## config.mk

```make
export PLATFORM = sky130hd
export DESIGN_NAME = lswc_fifo
export DESIGN_NICKNAME = d
export VERILOG_FILES = /design/src/hdl/lswc_pkg.sv /design/src/hdl/lswc_fifo.sv
export VERILOG_INCLUDE_DIRS = /design/src /design/src/hdl
export SDC_FILE = /design/constraint.sdc
export NUM_CORES = 1
export LEC_CHECK = 0
export BUFFER_PORTS_ARGS = -buffer_cell sky130_fd_sc_hd__buf_2
export CORE_MARGIN = 5
export CORE_UTILIZATION = 50
export CTS_BUF_LIST = sky130_fd_sc_hd__clkbuf_8
export CTS_CLUSTER_DIAMETER = 200
export DETAILED_ROUTE_END_ITERATION = 16
export GPL_TIMING_DRIVEN = 0
export MAX_ROUTING_LAYER = met4
export PLACE_DENSITY_LB_ADDON = 0.1
export RECOVER_POWER = 50
export SYNTH_ARGS = -nofsm -noshare
export SYNTH_HDL_FRONTEND = slang
export SYNTH_SLANG_ARGS = --single-unit
```

## constraint.sdc

```tcl
create_clock -name i_clk -period 21.8 [get_ports i_clk]
set_input_delay 4.36 -clock i_clk [delete_from_list [all_inputs] [get_ports i_clk]]
set_output_delay 4.36 -clock i_clk [all_outputs]
set_load 0.005 [all_outputs]
```

## src/hdl/assert_macros.svh

```systemverilog
// assertion macros shared by the clipper modules
`ifndef ASSERT_MACROS_SVH
`define ASSERT_MACROS_SVH

// clocked assertion, held off while reset is low
`define LSWC_ASSERT(label, clk, rst_n, prop, msg) \
    label: assert property (@(posedge clk) disable iff (!rst_n) prop) \
        else $error(msg);

// clocked assertion that also holds during reset
`define LSWC_ASSERT_ALWAYS(label, clk, prop, msg) \
    label: assert property (@(posedge clk) prop) \
        else $error(msg);

`endif

```

## src/hdl/lswc_pkg.sv

```systemverilog
// types, constants and helpers for the segment window clipper
`timescale 1ns / 1ps
package lswc_pkg;

    localparam int COORD_WIDTH     = 16;
    localparam int PARAM_FRAC_BITS = 16;
    localparam int FIFO_DEPTH      = 4;
    localparam int NUM_EDGES       = 4;
    localparam int CFG_IDX_WIDTH   = 2;

    // difference width, parameter width, encoded compare width
    localparam int DW = COORD_WIDTH + 1;
    localparam int QW = PARAM_FRAC_BITS + 1;
    localparam int RW = PARAM_FRAC_BITS + 2;

    localparam logic [QW-1:0] T_ONE = QW'(1) << PARAM_FRAC_BITS;
    localparam logic [RW-1:0] R_ONE = RW'(1) << PARAM_FRAC_BITS;

    // configuration register indexes
    localparam logic [CFG_IDX_WIDTH-1:0] CFG_LEFT   = 2'd0;
    localparam logic [CFG_IDX_WIDTH-1:0] CFG_RIGHT  = 2'd1;
    localparam logic [CFG_IDX_WIDTH-1:0] CFG_BOTTOM = 2'd2;
    localparam logic [CFG_IDX_WIDTH-1:0] CFG_TOP    = 2'd3;

    // edge outcome known before the division
    typedef enum logic [2:0] {
        K_SKIP,
        K_REJECT,
        K_NEG,
        K_OVER,
        K_ONE,
        K_DIV
    } t_kind;

    typedef struct packed {
        logic [DW-1:0] num;
        logic [DW-1:0] den;
        t_kind         kind;
        logic          enter;
    } t_edge;

    typedef struct packed {
        logic signed [COORD_WIDTH-1:0] x0;
        logic signed [COORD_WIDTH-1:0] y0;
        logic signed [DW-1:0]          dx;
        logic signed [DW-1:0]          dy;
        t_edge [NUM_EDGES-1:0]         edges;
    } t_item;

    // classify one edge from its p and q
    function automatic t_edge classify(input logic signed [DW-1:0] p,
                                       input logic signed [DW-1:0] q);
        t_edge e;
        e.num   = q[DW-1] ? DW'(-q) : DW'(q);
        e.den   = p[DW-1] ? DW'(-p) : DW'(p);
        e.enter = p[DW-1];
        priority if (p == '0) begin
            e.kind = q[DW-1] ? K_REJECT : K_SKIP;
        end else if (q != '0 && q[DW-1] != p[DW-1]) begin
            e.kind = K_NEG;
        end else if (e.num > e.den) begin
            e.kind = K_OVER;
        end else if (e.num == e.den) begin
            e.kind = K_ONE;
        end else begin
            e.kind = K_DIV;
        end
        return e;
    endfunction

endpackage

```

## src/hdl/lswc_fifo.sv

```systemverilog
// short queue between the front end and the clipping pipeline
`timescale 1ns / 1ps
`include "assert_macros.svh"
module lswc_fifo #(
    parameter int DEPTH = lswc_pkg::FIFO_DEPTH
) (
    input  logic            i_clk,
    input  logic            i_rst_n,
    input  logic            i_push,
    input  lswc_pkg::t_item i_item,
    output logic            o_full,
    input  logic            i_pop,
    output logic            o_empty,
    output lswc_pkg::t_item o_item
);

    localparam int AW = $clog2(DEPTH);

    lswc_pkg::t_item r_mem [DEPTH];
    logic [AW:0] r_wr, r_rd, n_wr, n_rd;

    // entry storage
    always_ff @(posedge i_clk) begin
        if (i_push) begin
            r_mem[r_wr[AW-1:0]] <= i_item;
        end
    end

    // pointers
    assign n_wr = i_push ? r_wr + (AW+1)'(1) : r_wr;
    assign n_rd = i_pop  ? r_rd + (AW+1)'(1) : r_rd;

    always_ff @(posedge i_clk) begin
        if (!i_rst_n) begin
            r_wr <= '0;
            r_rd <= '0;
        end else begin
            r_wr <= n_wr;
            r_rd <= n_rd;
        end
    end

    assign o_empty = (r_wr == r_rd);
    assign o_full  = (r_wr[AW] != r_rd[AW]) && (r_wr[AW-1:0] == r_rd[AW-1:0]);
    assign o_item  = r_mem[r_rd[AW-1:0]];

    `LSWC_ASSERT(a_no_overflow, i_clk, i_rst_n, i_push |-> !o_full, "queue push while full")
    `LSWC_ASSERT(a_no_underflow, i_clk, i_rst_n, i_pop |-> !o_empty, "queue pop while empty")
    `LSWC_ASSERT(a_fill_step, i_clk, i_rst_n, (i_push && !i_pop) |=> !o_empty, "push lost")

endmodule

```

==> run metrics <==
largest area contributor in the netlist edfxtp_1; Sw Pwr 0.802 mW; Clk Latency, worst-skew pair 760 ps; first-pass GRT wire length 96600 um; post-route ant nets 0; Max-cap violations 4; First DRT Iteration DRCs 859; via count 14502; post-cts gate resize count 0; hpwl dp 41800 um; Setup Skew 23.1 ps; fin crit period 7260 ps; Int Pwr 2.72 mW; Die Wd 262 um; worst-margin pin slew 3100 ps; Worst setup SP type input port; total power 3.52 mW; Sw Ratio 22.8%; Critical Path AT 7680 ps; Slowest Stage Delay on Critical Path 2310 ps; Hold WC Path Type reg -> reg; Ys Warns 0; DRC 0; TNS Setup 0 ps; logic gate share of total power 9.7%; Most Frequent Cell on Critical Path buf_16; Final setup viols 0; crit share post-route 33.3%; Layout area overhead 18.7%; Fmax 0.138 GHz; Pwr per Cell Area 93.4 nW/um^2; endpoint class of the critical path flop; maximum VDD drop 0.0000745 V; CP max FO 49; Initial Utilization 50.5%; final WL 65700 um; FF+latch area 26300 sq um; clock root buffer clkbuf_8; CP cell instances clkbuf_1 > and2_0 > buf_16 > buf_16; Final Cell Area 37700 sq um; status complete, but fails checks; Pre-Repair DR Iteration Count 5; pre-CTS setup slack 15340 ps; number of synthesized register bits 880; Core Region 63000 sq um; Net count, final 2006; global-route usage over all layers 19.7%; Max clock buf depth 3; syn_nets 1406; slowest CP cell and2_0; # hold bufs at CTS 0; gr ovfl total 0; postcts setup bufs 0; sequential fraction of the synthesis area 82.9%; Synth top area share 82.4%; Synth area leaders edfxtp_1 (82%), mux4_2 (15%), dfxtp_1 (0.50%); final worst setup slack 14540 ps; die extent in y 262 um; Via density 5.27; TritonCTS Buffers 142; Avg WL per Cell 23.8 um; Multi-input gate area 5140 sq um; I/O pin count 442; mapped cell area 31800 sq um; critical path class in -> reg; initial antenna violation count 17; Syn Area/Cell 27.0 sq um; Clk pwr share 34.6%; Clock transition at path regs 60 ps; Yosys cell types 20; Req. time, crit path 22220 ps; Clock Sinks 880; layout cells sized above 1 34.6%; Slew headroom -107%; largest net degree at the start of global routing 56; final hold violation count 0; Post-Synthesis Cells 1179; number of port buffers 440; Rows 92; Core Util, Final 59.9%; Lkg Pwr 12.4 nW; H-Tree Depth 4; RSZ-0062 raised after global routing no; violated checks max-capacitance violations, max-slew violations; fillers 4696; CTS tree yes; Die Area 68700 sq um; vias in the first global route 15634; sequential power share 55.7%; RD Place Congestion 0.729; area post-placement 35500 sq um; max-slew violation count 111
[cell type report]
type | count | share of cell area [%]
flip-flops and latches | 880 | 69.9
multi-input cells | 247 | 13.6
repair buffers | 456 | 6.28
clock buffers | 144 | 5.26
well taps | 846 | 2.81
clock inverters | 109 | 1.27
plain buffers | 49 | 0.743
diodes | 20 | 0.133
inverters | 3 | 0.0299
[registers in the layout, indices dropped and copies added (netlist names), named ones only]
signal and flops:
r_mem 872, r_rd 3, r_wr 3
[Yosys cell counts]
| master | number |
|---|---|
| and2_1 | 4 |
| nor3b_1 | 1 |
| a21oi_1 | 2 |
| buf_1 | 8 |
| dfxtp_1 | 8 |
| clkbuf_1 | 3 |
| nand3b_1 | 2 |
| mux2i_1 | 2 |
| edfxtp_1 | 872 |
| buf_4 | 12 |
| nor2_1 | 5 |
| mux4_2 | 218 |
| xor2_1 | 2 |
| a21bo_2 | 2 |
| inv_1 | 3 |
| nor3_1 | 1 |
| buf_2 | 23 |
| ha_1 | 5 |
| buf_6 | 3 |
| xnor2_1 | 3 |
[path summary, 6_finish.rpt]
check	from	depth (start not counted)	end	slack, ps
worst max-delay path	i_push	4	r_mem[0][32]	14540
worst min-delay path	r_rd[2]	2	r_rd[2]	570
worst max register to register	r_wr[0]	5	r_mem[0][32]	17910
worst min register to register	r_rd[2]	2	r_rd[2]	570
[cells in the final DEF, fill, tap and decap left out, types with 8 or more instances in the layout]
cell,n
buf_1,8
buf_16,16
buf_2,244
buf_4,12
clkbuf_1,222
clkbuf_8,144
clkinv_1,26
clkinvlp_4,8
dfxtp_1,8
diode_2,20
edfxtp_1,872
inv_1,71
mux4_2,218
[critical path, delay by kind of cell]
family	cells	cell delay, ps
and+or+nand+nor	1	2310
buffers and inverters	3	900
[power groups by stage]
stage / logic [mW] / registers (mW) / clock network (mW)
2_1_floorplan: 0.180 / 2.01 / 0
3_3_place_gp: 0.341 / 2.03 / 0
3_5_place_dp: 0.357 / 2.00 / 0
4_1_cts: 0.358 / 1.96 / 1.27
5_1_grt: 0.372 / 1.97 / 1.35
6_report: 0.341 / 1.96 / 1.22
[cells by family after synthesis]
kind of cell / synth area share, %
flip-flops: 82.9
multiplexers: 15.5
buffers and inverters: 0.918
AND/OR/NAND/NOR: 0.224
XOR/XNOR: 0.138
adder cells (fa/ha/maj): 0.197
AO/OA/AOI/OAI: 0.0945
[through the flow]
step | hold WS, ps | std cells
3_3_place_gp | 560 | 2465
4_1_cts | 568 | 2734
2_1_floorplan | 530 | 1179
5_1_grt | 624 | 2751
6_report | 567 | 2754
3_5_place_dp | 557 | 2481
[metal layers]
metal / up-vias / track usage [%] / wire (um) / share of wire [%]
met5: - / - / 0 / 0
met4: 0 / 5.78 / 1200 / 1.8
met3: 92 / 8.68 / 6880 / 10
met2: 467 / 30.6 / 33200 / 51
met1: 7541 / 23.8 / 24400 / 37
li1: 6402 / - / - / -
Power figures use the tool's default switching activity.
